## src/hw/rtl/sample_ring_edge_trigger_top_assert.svh

```systemverilog
// Assertion macros for the sample ring edge trigger top level.
// Used by sample_ring_edge_trigger_top.sv; expects clk_i and rst_ni in scope.
`ifndef SAMPLE_RING_EDGE_TRIGGER_TOP_ASSERT_SVH
`define SAMPLE_RING_EDGE_TRIGGER_TOP_ASSERT_SVH

// Same-cycle implication, checked on every rising edge outside reset
`define SRT_ASSERT_NOW(label, ante, cons, msg) \
  label: assert property (@(posedge clk_i) disable iff (!rst_ni) (ante) |-> (cons)) \
    else $error(msg);

// Next-cycle implication
`define SRT_ASSERT_NEXT(label, ante, cons, msg) \
  label: assert property (@(posedge clk_i) disable iff (!rst_ni) (ante) |=> (cons)) \
    else $error(msg);

`endif

```

## src/hw/rtl/srtrig_ram.sv

```systemverilog
// Generic single-write, single-read synchronous RAM with registered read data.
// No dependencies.
`default_nettype none

module srtrig_ram #(
  parameter int WIDTH = 8,
  parameter int DEPTH = 16
) (
  input  wire logic                     clk_i,
  input  wire logic                     we_i,
  input  wire logic [$clog2(DEPTH)-1:0] waddr_i,
  input  wire logic [WIDTH-1:0]         wdata_i,
  input  wire logic [$clog2(DEPTH)-1:0] raddr_i,
  output logic      [WIDTH-1:0]         rdata_o
);

  logic [WIDTH-1:0] mem_q [DEPTH];

  // Write port
  always_ff @(posedge clk_i) begin
    if (we_i) begin
      mem_q[waddr_i] <= wdata_i;
    end
  end

  // Registered read port
  always_ff @(posedge clk_i) begin
    rdata_o <= mem_q[raddr_i];
  end

endmodule

`default_nettype wire

```

## config.mk

```make
export PLATFORM = sky130hd
export DESIGN_NAME = srtrig_ram
export DESIGN_NICKNAME = d
export VERILOG_FILES = /design/src/hw/rtl/sample_ring_edge_trigger_top_assert.svh /design/src/hw/rtl/srtrig_ram.sv
export SDC_FILE = /design/constraint.sdc
export NUM_CORES = 1
export LEC_CHECK = 0
export BUFFER_PORTS_ARGS = -buffer_cell sky130_fd_sc_hd__buf_2
export CAP_MARGIN = 20
export CORE_MARGIN = 2
export CORE_UTILIZATION = 29
export CTS_BUF_LIST = sky130_fd_sc_hd__clkbuf_8
export DETAILED_ROUTE_END_ITERATION = 10
export PLACE_DENSITY = 0.4
export SYNTH_ARGS = -nofsm -noshare
export SYNTH_HDL_FRONTEND = slang
export SYNTH_SLANG_ARGS = --single-unit
export TNS_END_PERCENT = 100
```

## constraint.sdc

```tcl
create_clock -name clk_i -period 2.1 [get_ports clk_i]
set_clock_uncertainty 0.05 [all_clocks]
set_input_delay 0.42 -clock clk_i [delete_from_list [all_inputs] [get_ports clk_i]]
set_output_delay 0.42 -clock clk_i [all_outputs]
set_load 0.05 [all_outputs]
```

After elaboration in Yosys (flattened, before gate mapping)
Memories as Yosys holds them, arrays and structs flattened. A register that Yosys moved wholly into a read port is not among the register bits.
Index checks and enable logic that the tools add are counted.

operators by class
  mux-type cells = 2

operator list
  kind    count
  $mux 1  2

storage, ports and cells
  register bits after elaboration = 0
  memories kept = 1
  logic and storage cells = 3
  input port bits = 18
  output and inout bits = 8
  bits in writable memories = 128

memories
  name   words  width  rd ports  clocked after Yosys merged registers in  wr ports  line              source
  mem_q  16     8      1         1                                        1         srtrig_ram.sv:17  logic [WIDTH-1:0] mem_q [DEPTH];

Longest topological paths before layout
  depth in word-level cells = 2
  gate-level depth with buffers = 5
  depth with buffers taken out = 3

Worst setup path before layout
Ideal clock, no wire load.

  path kind = input to register
  start point = input waddr_i[2]
  end point = memory mem_q[0][0] (enable)
  cell stages on the path = 2
  slack = 137 ps
  data arrival time = 1,530 ps
  path buffers = 0
  data required time = 1,667 ps
  setup time = 383 ps
  path through = or3b_2 > nor3_1

RTL lines
  item         line              source
  from (decl)  srtrig_ram.sv:11  input wire logic [$clog2(DEPTH)-1:0] waddr_i,
  to (decl)    srtrig_ram.sv:17

No word-level cell before the write port.

Worst setup path after layout
  start point = register rdata_o[7] (read register of mem_q)
  end point = output rdata_o[7]

RTL lines
  item         line              source
  from (decl)  srtrig_ram.sv:14  output logic [WIDTH-1:0] rdata_o

No word-level cell between the ends.

==> metrics.txt <==
hpwl dp=7230 um; HP Class=in -> reg; Leakage=around 2.0 nW; end of the worst register-to-register path=rdata_o[6]; GRT Util Overall=0.127; actual slew at the worst max-slew pin=0.825 ns; largest area contributor in the netlist=edfxtp_1; CP top delay family=flip-flops; Total Die Area=18800 um^2; Syn Std Cell Area=5150 um^2; max-slew violations=0; global routing's busiest layer=met2; Hold Vio Cnt, Final=0; vias in the first global route=2477; YS warnings=0; Avg WL per Cell=20.4 um; CP Max Fanout=1; drt pass-1 iters=5; Buf/Inv on CP=1; Clk pin slew, worst setup/hold paths=~0.08 ns; P&R area growth vs syn=17.3%; EDFF count, synth=128; CTS tree=done; CTS H-tree depth=4; Vias/cell=4.52; DIE HEIGHT=137 um; CTS sink count=approximately 140; Port Buffers=25; routing usage on met2=0.193; total clock buffers created by CTS=17; WL final=10700 um; Placed Area=5690 um^2; RSZ-0062 raised after global routing=false; clock buffer depth=2; Setup TNS=0 ns; syn_area_per_cell=22.5 um^2; first-pass GRT wire length=about 16000 um; Async SR Flop Fraction=0; R2R cell count=3; # hold bufs at CTS=0; post-CTS setup buffer count=0; n_diodes=0; gpl congestion=0.717; most common cell in the synthesized netlist=edfxtp_1; Die X=137 um; startpoint types=flip-flop; share of cells above drive strength 1=0.307; DRC Markers=0; total congestion overflow=0; antenna-violating nets left=0; final worst-path cycle share=0.763; Ports=26; initial antenna violation count=0; Post-Syn Instances=between 200 and 250; Synth Net Count=approximately 250; Critical Path RT=1.63 ns; total power=5.35 mW; # rows=48; Achievable Freq=624 MHz; synth cell count leaders=128 x edfxtp_1, 18 x mux4_2, 16 x a22oi_1; CTS root buf=clkbuf_8; post-synth top area share=0.747; reg2reg start=mem_q[2][6]; final setup fails=0; CP max stage cell=dfxtp_1; largest net degree at the start of global routing=20; CP Data Arrival Time=between 1 and 1.5 ns; CP Cell Sequence=buf_2; post-CTS sizing=0; top_reg_cell synth=edfxtp_1; crit path capture=rdata_o[7]; detailed-route via count=2375; GR Util met3=0.0401; nature of the critical path endpoint=primary output; global-route track usage on met1=0.168; Synth Register Bits=136; Skew-Pair Late Insertion Delay=0.45 ns; fin area=slightly above 6000 um^2; relative slew slack=0.449; run status=completed; setup slack, reg-to-reg=0.73 ns; DRT iter0 DRCs=255; Seq/Total Area, Yosys=0.778; fin cells=around 530; Initial Util=0.298; crit path kind=reg -> out; max_cap viols=0; Pwr Density=886 nW/um^2; WP depth=1; Synth area leaders=edfxtp_1 75%, mux4_2 7.9%, mux4_1 7.1%, dfxtp_1 3.1%, a22oi_1 2.3%; critical path's largest stage delay=just under 0.4 ns; placed insts=493; Worst Setup SP=rdata_o[7]; layout net count=305; Peak VDD IR=around 0.36 mV; Unique masters post-synth=19; core area=17300 um^2; min Tclk post-route=between 1.5 and 2 ns
## power breakdown
group          switching [mW]  leakage (nW)  internal, mW
Combinational           0.223         0.610         0.129
Sequential             0.0191          1.22          3.03
Clock                   0.938         0.186          1.01
Total                    1.18          2.02          4.17
## how the worst min path moves through the flow
| stage | start | end | cells past startpoint |
|---|---|---|---|
| after detailed placement | mem_q[11][3] | rdata_o[3] | 3 |
| final | wdata_i[3] | mem_q[4][3] | 1 |
| after global placement | mem_q[11][3] | rdata_o[3] | 3 |
| after CTS | wdata_i[7] | mem_q[9][7] | 1 |
| after global routing | wdata_i[3] | mem_q[5][3] | 1 |
| after floorplan | wdata_i[0] | mem_q[0][0] | 0 |
## flip-flops by register name, indices dropped and copies added, names as in the netlist
register  count
mem_q       128
rdata_o       8
## stage by stage
step                worst slack, ns  hold WS (ns)   util
CTS                           0.445         0.295  0.349
finish                        0.499         0.302  0.349
floorplan                     0.137         0.469      -
global route                  0.428         0.297  0.349
detailed placement            0.131         0.610  0.329
global placement              0.130         0.605  0.329
## placed cells by master (no fill, tap or decap)
master      count
a22oi_1        16
and2_1          1
and2b_1         1
buf_12          3
buf_2          25
buf_4          21
bufinv_16       2
clkbuf_8       17
clkinv_1        5
clkinv_2        3
clkinvlp_4      2
dfxtp_1         8
edfxtp_1      128
inv_1           3
mux4_1         14
mux4_2         18
nand2_1         9
nand2b_1        2
nand3_1         1
nand3b_1        2
nor2_1         13
nor2b_1         1
nor3_1          4
or3b_2          1
## per-layer routing
| metal | wire (um) | up-vias |
|---|---|---|
| li1 | - | 1087 |
| met1 | 4950 | 1226 |
| met2 | 5170 | 48 |
| met3 | 425 | 14 |
| met4 | 187 | 0 |
| met5 | 0 | - |
## kinds of logic after synthesis
logic type,count (synthesis),share of synthesized area
AOI/OAI and AO/OA,16,0.0233
muxes,32,0.150
DFF,136,0.778
and+or+nand+nor,35,0.0318
buffers and inverters,10,0.0168
## cell type report
| cell class | count | area, um^2 |
|---|---|---|
| clock buffers | 17 | 234 |
| clock inverters | 15 | 120 |
| fillers | 1636 | 11300 |
| multi-input cells | 83 | 1060 |
| flip-flops and latches | 136 | 4000 |
| well taps | 225 | 282 |
| repair buffers | 49 | 343 |
## worst reg2reg max path: cells and delay by family (launching register included)
kind            cells  cell delay [ns]
mux                 1             0.47
compound gates      1             0.25
simple gates        1             0.12
flops               1             0.37
Power figures use the tool's default switching activity.
