[config.mk]
export PLATFORM = sky130hd
export DESIGN_NAME = srtrig_search
export DESIGN_NICKNAME = d
export VERILOG_FILES = /design/src/hw/rtl/sample_ring_edge_trigger_top_assert.svh /design/src/hw/rtl/srtrig_pkg.sv /design/src/hw/rtl/srtrig_search.sv
export SDC_FILE = /design/constraint.sdc
export NUM_CORES = 1
export LEC_CHECK = 0
export BUFFER_PORTS_ARGS = -buffer_cell sky130_fd_sc_hd__buf_2
export CAP_MARGIN = 20
export CORE_UTILIZATION = 45
export CTS_CLUSTER_DIAMETER = 80
export DETAILED_ROUTE_END_ITERATION = 7
export PLACE_DENSITY = 0.77
export REMOVE_ABC_BUFFERS = 1
export SLEW_MARGIN = 20
export SYNTH_ARGS = -nofsm -noshare
export SYNTH_HDL_FRONTEND = slang
export SYNTH_SLANG_ARGS = --single-unit
[constraint.sdc]
create_clock -name clk_i -period 6.16 [get_ports clk_i]
set_input_delay 0 -clock clk_i [delete_from_list [all_inputs] [get_ports clk_i]]
set_output_delay 0 -clock clk_i [all_outputs]
set_load 0.01 [all_outputs]
[src/hw/rtl/sample_ring_edge_trigger_top_assert.svh]
// Assertion macros for the sample ring edge trigger top level.
// Used by sample_ring_edge_trigger_top.sv; expects clk_i and rst_ni in scope.
`ifndef SAMPLE_RING_EDGE_TRIGGER_TOP_ASSERT_SVH
`define SAMPLE_RING_EDGE_TRIGGER_TOP_ASSERT_SVH

// Same-cycle implication, checked on every rising edge outside reset
`define SRT_ASSERT_NOW(label, ante, cons, msg) \
  label: assert property (@(posedge clk_i) disable iff (!rst_ni) (ante) |-> (cons)) \
    else $error(msg);

// Next-cycle implication
`define SRT_ASSERT_NEXT(label, ante, cons, msg) \
  label: assert property (@(posedge clk_i) disable iff (!rst_ni) (ante) |=> (cons)) \
    else $error(msg);

`endif

[src/hw/rtl/srtrig_pkg.sv]
// Package for the sample ring edge trigger: sizes, item types, control structs.
// No dependencies; imported by the top level and the search engine.
`default_nettype none

package srtrig_pkg;

  // Ring geometry (depth must be a power of two)
  localparam int RING_DEPTH  = 2048;
  localparam int HALF_SCREEN = 64;
  localparam int SAMPLE_BITS = 12;
  localparam int LEVEL_W     = 12;
  localparam int ERR_W       = 16;

  localparam int IDX_W     = $clog2(RING_DEPTH);
  localparam int FILL_W    = IDX_W + 1;
  localparam int SPAN      = RING_DEPTH / 2;
  localparam int CNT_W     = $clog2(SPAN);
  localparam int HALF_WRAP = HALF_SCREEN % RING_DEPTH;
  localparam int CMP_W     = (SAMPLE_BITS > LEVEL_W) ? SAMPLE_BITS : LEVEL_W;

  localparam logic [IDX_W-1:0]   NEWEST_RST = IDX_W'(RING_DEPTH - 1);
  localparam logic [LEVEL_W-1:0] LEVEL_RST  = LEVEL_W'(2048);
  localparam logic [ERR_W-1:0]   ERR_MAX    = '1;

  // Item modes
  localparam logic MODE_STORE  = 1'b0;
  localparam logic MODE_SEARCH = 1'b1;

  typedef struct packed {
    logic                   mode;
    logic [SAMPLE_BITS-1:0] sample_value;
    logic                   overflow_seen;
    logic                   falling_edge;
  } in_item_t;

  typedef struct packed {
    logic [IDX_W-1:0] trigger_index;
    logic [ERR_W-1:0] error_count;
  } out_item_t;

  // Ring bookkeeping seen by the search engine
  typedef struct packed {
    logic [IDX_W-1:0]   newest;
    logic [FILL_W-1:0]  fill;
    logic [LEVEL_W-1:0] level;
  } ring_status_t;

  // Search engine status back to the top level
  typedef struct packed {
    logic             busy;
    logic             valid;
    logic [IDX_W-1:0] index;
  } srch_res_t;

endpackage

`default_nettype wire

[src/hw/rtl/srtrig_search.sv]
// Backward edge search engine: walks the ring one read per cycle.
// Depends on srtrig_pkg; drives the read port of the ring RAM.
`default_nettype none

module srtrig_search
  import srtrig_pkg::*;
(
  input  wire logic                   clk_i,
  input  wire logic                   rst_ni,
  input  wire logic                   start_i,
  input  wire logic                   falling_i,
  input  wire ring_status_t           ring_i,
  input  wire logic [SAMPLE_BITS-1:0] rdata_i,
  input  wire logic                   res_take_i,
  output logic      [IDX_W-1:0]       raddr_o,
  output srch_res_t                   res_o
);

  typedef enum logic [2:0] {
    ST_IDLE = 3'b001,
    ST_SCAN = 3'b010,
    ST_DONE = 3'b100
  } state_e;

  state_e             state_q, state_d;
  logic [IDX_W-1:0]   pos_q, pos_d;       // address whose data is on rdata_i
  logic [IDX_W-1:0]   start_q, start_d;
  logic [IDX_W-1:0]   index_q, index_d;
  logic [CNT_W-1:0]   cnt_q, cnt_d;
  logic               first_q, first_d;
  logic               prev_hi_q, prev_hi_d; // level flag of entry pos_q + 1
  logic               falling_q, falling_d;

  logic [IDX_W-1:0]       start_w;
  logic                   ent_ok;
  logic [SAMPLE_BITS-1:0] samp;
  logic                   hi;
  logic                   match;

  assign start_w = ring_i.newest - IDX_W'(HALF_WRAP);

  // Entries at or past the fill count were never written and read as zero
  assign ent_ok = ring_i.fill[IDX_W] || ({1'b0, pos_q} < ring_i.fill);
  assign samp   = ent_ok ? rdata_i : '0;
  assign hi     = CMP_W'(samp) >= CMP_W'(ring_i.level);
  assign match  = falling_q ? (!prev_hi_q && hi) : (prev_hi_q && !hi);

  // Read address: start point on launch, then one step older each cycle
  assign raddr_o = (state_q == ST_IDLE) ? start_w : pos_q - IDX_W'(1);

  assign res_o.busy  = (state_q != ST_IDLE);
  assign res_o.valid = (state_q == ST_DONE);
  assign res_o.index = index_q;

  // Scan sequencer
  always_comb begin
    state_d   = state_q;
    pos_d     = pos_q;
    start_d   = start_q;
    index_d   = index_q;
    cnt_d     = cnt_q;
    first_d   = first_q;
    prev_hi_d = prev_hi_q;
    falling_d = falling_q;
    case (state_q)
      ST_IDLE: begin
        if (start_i) begin
          pos_d     = start_w;
          start_d   = start_w;
          cnt_d     = '0;
          first_d   = 1'b1;
          falling_d = falling_i;
          state_d   = ST_SCAN;
        end
      end
      ST_SCAN: begin
        if (first_q) begin
          prev_hi_d = hi;
          first_d   = 1'b0;
          pos_d     = pos_q - IDX_W'(1);
        end else if (match) begin
          index_d = pos_q + IDX_W'(1);
          state_d = ST_DONE;
        end else if (cnt_q == CNT_W'(SPAN - 1)) begin
          index_d = start_q;
          state_d = ST_DONE;
        end else begin
          cnt_d     = cnt_q + CNT_W'(1);
          prev_hi_d = hi;
          pos_d     = pos_q - IDX_W'(1);
        end
      end
      ST_DONE: begin
        if (res_take_i) begin
          state_d = ST_IDLE;
        end
      end
      default: begin
        state_d = ST_IDLE;
      end
    endcase
  end

  // Control state
  always_ff @(posedge clk_i or negedge rst_ni) begin
    if (!rst_ni) begin
      state_q <= ST_IDLE;
    end else begin
      state_q <= state_d;
    end
  end

  // Scan datapath
  always_ff @(posedge clk_i) begin
    pos_q     <= pos_d;
    start_q   <= start_d;
    index_q   <= index_d;
    cnt_q     <= cnt_d;
    first_q   <= first_d;
    prev_hi_q <= prev_hi_d;
    falling_q <= falling_d;
  end

endmodule

`default_nettype wire
---- Word-level counts from Yosys, hierarchy flattened ----
Index checks and enable logic that the tools add are counted.
word-level totals
  logic and storage cells ................. 70
  register bits ........................... 49
  input bits .............................. 52
operators by class
  $add $sub $neg .......................... 4
  order comparisons ....................... 2
  bitwise gates (word level) .............. 1
  equal/unequal tests ..................... 15
  reductions and logical operators ........ 14
  mux-type cells .......................... 26
operator list
  operator                 number
  $mux W11                 7
  $mux W10                 4
  $pmux W11 S2             1
  $pmux W10 S2             1
  $mux W3                  5
  $ne A2 B2 Y1 const B     7
  $ge A12 B12 Y1           1
  $lt A11 B12 Y1           1
  $mux W12                 1
  $add A11 B1 Y11 const B  1
  $sub A11 B1 Y11 const B  1
  $sub A11 B7 Y11 const B  1
  $add A10 B1 Y10 const B  1
  $eq A10 B10 Y1 const B   1
  $ne A3 B3 Y1 const B     3
  $pmux W3 S3              1
  $reduce_and A4 Y1        2
  $reduce_and A3 Y1        2
  $mux W1                  5
  $reduce_and A5 Y1        1
  $reduce_and A2 Y1        2
  $reduce_bool A2 Y1       2
  $eq A3 B1 Y1 const B     1
  $eq A3 B2 Y1 const B     1
  7 further kinds          9

---- Depth between registers and ports, before layout ----
  word-level depth ........................ 10
  gate-level depth with buffers ........... 16
  depth with buffers taken out ............ 14

---- Least setup slack after synthesis ----
Ideal clock, no wire load.
  kind .................................... reg-to-reg
  start ................................... register pos_q[9]
  end ..................................... register pos_q[0] (enable)
  setup slack ............................. 1850 ps
  clock period less this slack ............ 4310 ps
  required time ........................... 5766 ps
  arrival ................................. 3916 ps
  cell stages (with the launch flop) ...... 16
  cells stage by stage .................... edfxtp_1 ha_1 nand4_1 nor2_1 a221oi_1 a311oi_1 clkbuf_1 nor2_1 ha_1 a211oi_1 nor2_1 o21ai_0 o211ai_2 mux2i_2 buf_6 o21ai_0
on the way
  cells in the longest elaborated chain, start to end .. 9
ends and longest elaborated chain
  item                           RTL line              source
  from (decl)                    srtrig_search.sv:26   logic [IDX_W-1:0] pos_q, pos_d;
  from (signal assigned)         srtrig_search.sv:115  pos_q <= pos_d;
  $lt A11 B12 Y1 *               srtrig_search.sv:43   assign ent_ok = ring_i.fill[IDX_W] || ({1'b0, pos_q} < ring_i.fill);
  $logic_or A1 B1 Y1 *           srtrig_search.sv:43
  $mux W12 *                     srtrig_search.sv:44   assign samp = ent_ok ? rdata_i : '0;
  $ge A12 B12 Y1 *               srtrig_search.sv:45   assign hi = CMP_W'(samp) >= CMP_W'(ring_i.level);
  via hi                         srtrig_search.sv:37   logic hi;
  $logic_not A1 Y1               srtrig_search.sv:46   assign match = falling_q ? (!prev_hi_q && hi) : (prev_hi_q && !hi);
  $logic_and A1 B1 Y1            srtrig_search.sv:46
  $mux W1 *                      srtrig_search.sv:46
  $ne A3 B3 Y1 (no line) *       -
  $reduce_and A4 Y1 (no line) *  -
The timed path passes the listed nets; every way through them passes the cells marked *.
A chain may end at the register's enable or synchronous reset.

---- Worst setup path in the final report ----
  start ................................... register pos_q[9]
  end ..................................... register index_q[0] (enable)
on the way
  cells in the longest elaborated chain, start to end .. 9
ends and longest elaborated chain
  item                            RTL line              source
  $lt A11 B12 Y1 *                srtrig_search.sv:43
  $logic_or A1 B1 Y1 *            srtrig_search.sv:43
  $mux W12 *                      srtrig_search.sv:44
  $ge A12 B12 Y1 *                srtrig_search.sv:45
  via hi                          srtrig_search.sv:37
  $logic_not A1 Y1                srtrig_search.sv:46
  $logic_and A1 B1 Y1             srtrig_search.sv:46
  $mux W1 *                       srtrig_search.sv:46
  $reduce_bool A2 Y1 (no line) *  -
  $reduce_and A3 Y1 (no line) *   -
  to (signal assigned)            srtrig_search.sv:117  index_q <= index_d;
  to (decl)                       srtrig_search.sv:28   logic [IDX_W-1:0] index_q, index_d;
Marked as above.

==> results.yml <==
outcome:
  status: "completed"
synth:
  synth_async_sr_flop_share_pct: 6.12
  synth_compound_area_share_pct: 8.73
  synth-edff-count: 46
  synth_flop_cell: "edfxtp_1"
  yosys.area_share.simple_pct: 17.0
  yosysWarningCount: 0
  netlist_area_sq_um: 3170
  yosysUniqueCellTypes: 41
  netlist_instances: 325
  synthMuxAreaShare_pct: 4.35
  synthTopCellsByArea: "edfxtp_1 44%, ha_1 10%, nor2_1 5.8%, xor2_1 4.1%, mux2_2 3.9%"
  synthAdderAreaFrac_pct: 10.3
  synth_top_area_share_pct: 43.6
  synth-seq-cells: 49
  synth_xor_area_share_pct: 8.02
  synth_top_family_by_area: "simple AND/OR/NAND/NOR gates"
  ys_seq_area_share_pct: 46.0
  synth_top_area_cell: "edfxtp_1"
  synth.avg_cell_area_sq_um: 9.74
routing:
  avgRoutedWirePerCell_microns: 13.4
  first_pass_iters: 4
  drt-initial-drc-count: 76
  finalWirelength_microns: 6770
  vias: 2546
  vias_per_cell: 5.03
  ant_nets: 0
  drc: 0
die:
  core_sq_um: 6790
  rows: 30
  start_util_pct: 46.6
  die_w_microns: 85.9
  io_pins: 76
  die_h_microns: 85.9
  dieArea_sq_um: 7380
power_and_ir_drop:
  p_int_uw: 928
  ir_drop_uv: 264
  p_leak_uw: 0.00172
  power.switching_uw: 625
  p_sw_share_pct: 40.2
  seq_power_share_pct: 40.1
  p_clk_share_pct: 15.0
  power.share.combinational_pct: 44.9
  p_per_area_nw_per_um2: 403
cells_and_area:
  fin_nets: 487
  stdcell_area_sq_um: 3850
  num_antenna_cells: 0
  drive_gt1_share_pct: 25.9
  areaGrowthSynthToFinish_pct: 21.7
  utilization_pct: 56.7
  fillCellCount: 589
setup_path:
  crit_fanout: 17
  crit_type: "flip-flop to flip-flop"
  arrival_ns: 4.06
  worstPathRequired_ns: 6.11
  r2r_setup_slack_ns: 2.05
  ff2ff_path_depth: 15
  crit_path_start_kind: "flip-flop"
  reg2reg_to: "index_q[0]"
  end_kind: "flip-flop"
  rr_startpoint: "pos_q[9]"
global_route:
  grt_pass1_vias: 2452
  grt_max_degree: 27
  antenna_found_initial: 0
  track_usage_pct: 19.3
  grt_pass1_wl_microns: 11200
  grt-ovfl-total: 0
timing:
  fin_crit_ns: 4.11
  drv_slew: 0
  slew_headroom_pct: 49.7
  setup_viol: 0
  max_slew.worst_pin.slew_ns: 0.753
  fin_worst_skew_ns: 0.00750
  hold_viol_final: 0
  timing.fmax_mhz: 243
  period_share_pct: 66.8
  fin_setup_tns_ns: 0
  rsz0062_at_grt: "false"
placement:
  portBuffers: 75
  dp_hpwl_microns: 5160
  gp_congestion: 0.791
  place_area_sq_um: 3650
clock_network:
  cts_sinks: 49
  postCtsSetupRepairBufs: 0
  root_buffer: "clkbuf_8"
  cts_tree: "built"
  h-tree-depth: 2
  clk_pin_slew_ns: 0.09
  clkLatencyLatePin_ns: 0.31
  max-clock-path-buffers: 2
  cts_resized: 0
  cts_buffers: 5
  hold_buffers: 9
flow_run:
  max-cap-violations: 0
min_path:
  min_path_type: "primary input to async pin"
-- power groups by stage --
| stage | logic [uW] | clock network [uW] | registers [uW] |
|---|---|---|---|
| CTS | 703 | 238 | 622 |
| global route | 786 | 248 | 639 |
| global placement | 673 | 0 | 619 |
| detailed placement | 691 | 0 | 628 |
| floorplan | 471 | 0 | 598 |
| finish | 697 | 233 | 624 |
-- worst max-delay path by stage --
stage | start | endpoint | cells after the start
3_5_place_dp | pos_q[9] | index_q[6] | 15
2_1_floorplan | pos_q[7] | pos_q[0] | 13
5_1_grt | pos_q[9] | index_q[2] | 15
3_3_place_gp | pos_q[1] | index_q[10] | 15
6_report | pos_q[9] | index_q[0] | 15
4_1_cts | pos_q[9] | index_q[2] | 15
-- area by class of cell --
cell class                      instances  area, sq um  share of cell area [%]
Clock inverter                          3         46.3                    1.20
Timing Repair Buffer                   89          503                    13.1
Inverter                               33          124                    3.22
Clock buffer                            5         68.8                    1.79
Tap cell                               96          120                    3.12
Multi-Input combinational cell        231         1530                    39.8
Sequential cell                        49         1460                    37.8
-- through the flow --
stage	worst slack, ns	hold WS (ns)	std cells	total power [uW]
final	2.05	0.00792	506	1550
after global routing	1.72	0.0403	506	1670
after CTS	2.02	0.00796	506	1560
after detailed placement	2.05	-0.199	489	1320
after global placement	2.22	-0.204	489	1290
after floorplan	1.59	-0.296	313	1070
-- synth_stat cells, types with 3 or more instances --
| library cell | instances |
|---|---|
| nor4_1 | 3 |
| and3_1 | 5 |
| a21oi_1 | 19 |
| nor2_1 | 49 |
| ha_1 | 26 |
| edfxtp_1 | 46 |
| nand3_1 | 11 |
| clkbuf_1 | 9 |
| mux2_2 | 11 |
| nand2b_1 | 3 |
| xnor2_1 | 14 |
| xor2_1 | 15 |
| nand2_1 | 31 |
| inv_1 | 32 |
| o21ai_0 | 16 |
-- per-layer routing --
metal	vias up	GRT usage [%]	wire length, microns
met5	-	0	0
met3	15	3.18	383
li1	1287	-	-
met2	80	33.2	3210
met1	1164	24.5	3020
met4	0	6.97	159
-- registers in the layout (all words and copies together), names as in the netlist --
signal     cells
cnt_q         10
index_q       11
state_q        3
falling_q      1
pos_q         11
first_q        1
prev_hi_q      1
start_q       11
-- logic make-up after synthesis --
family,after synthesis
adder cells (fa/ha/maj),26
AND/OR/NAND/NOR,117
buffers and inverters,45
multiplexers,12
flip-flops,49
AO/OA/AOI/OAI,47
XOR/XNOR,29
-- placed cells by master (no fill, tap or decap), drive strengths merged, types with 5 or more instances in the layout --
cell type    instances
nor2                49
ha                  26
xnor2               14
dlygate4sd3          9
edfxtp              46
a21oi               19
and3                 5
buf                 80
inv                 32
clkbuf               5
xor2                15
mux2                11
o21ai               16
nand3               11
nand2               31
-- worst max-delay path, stage by stage, from the launching register on --
cell	delay [ns]
edfxtp_1	0.52
ha_1	0.39
nand4_1	0.10
nor2_1	0.14
a221oi_1	0.10
a311oi_1	0.27
buf_4	0.21
nor2_1	0.07
ha_1	0.28
and4_1	0.21
a21oi_1	0.07
a221o_1	0.28
o211ai_2	0.09
mux2i_2	0.23
buf_4	0.26
o21a_1	0.53
Note: power is estimated with default switching activity, not from simulation.
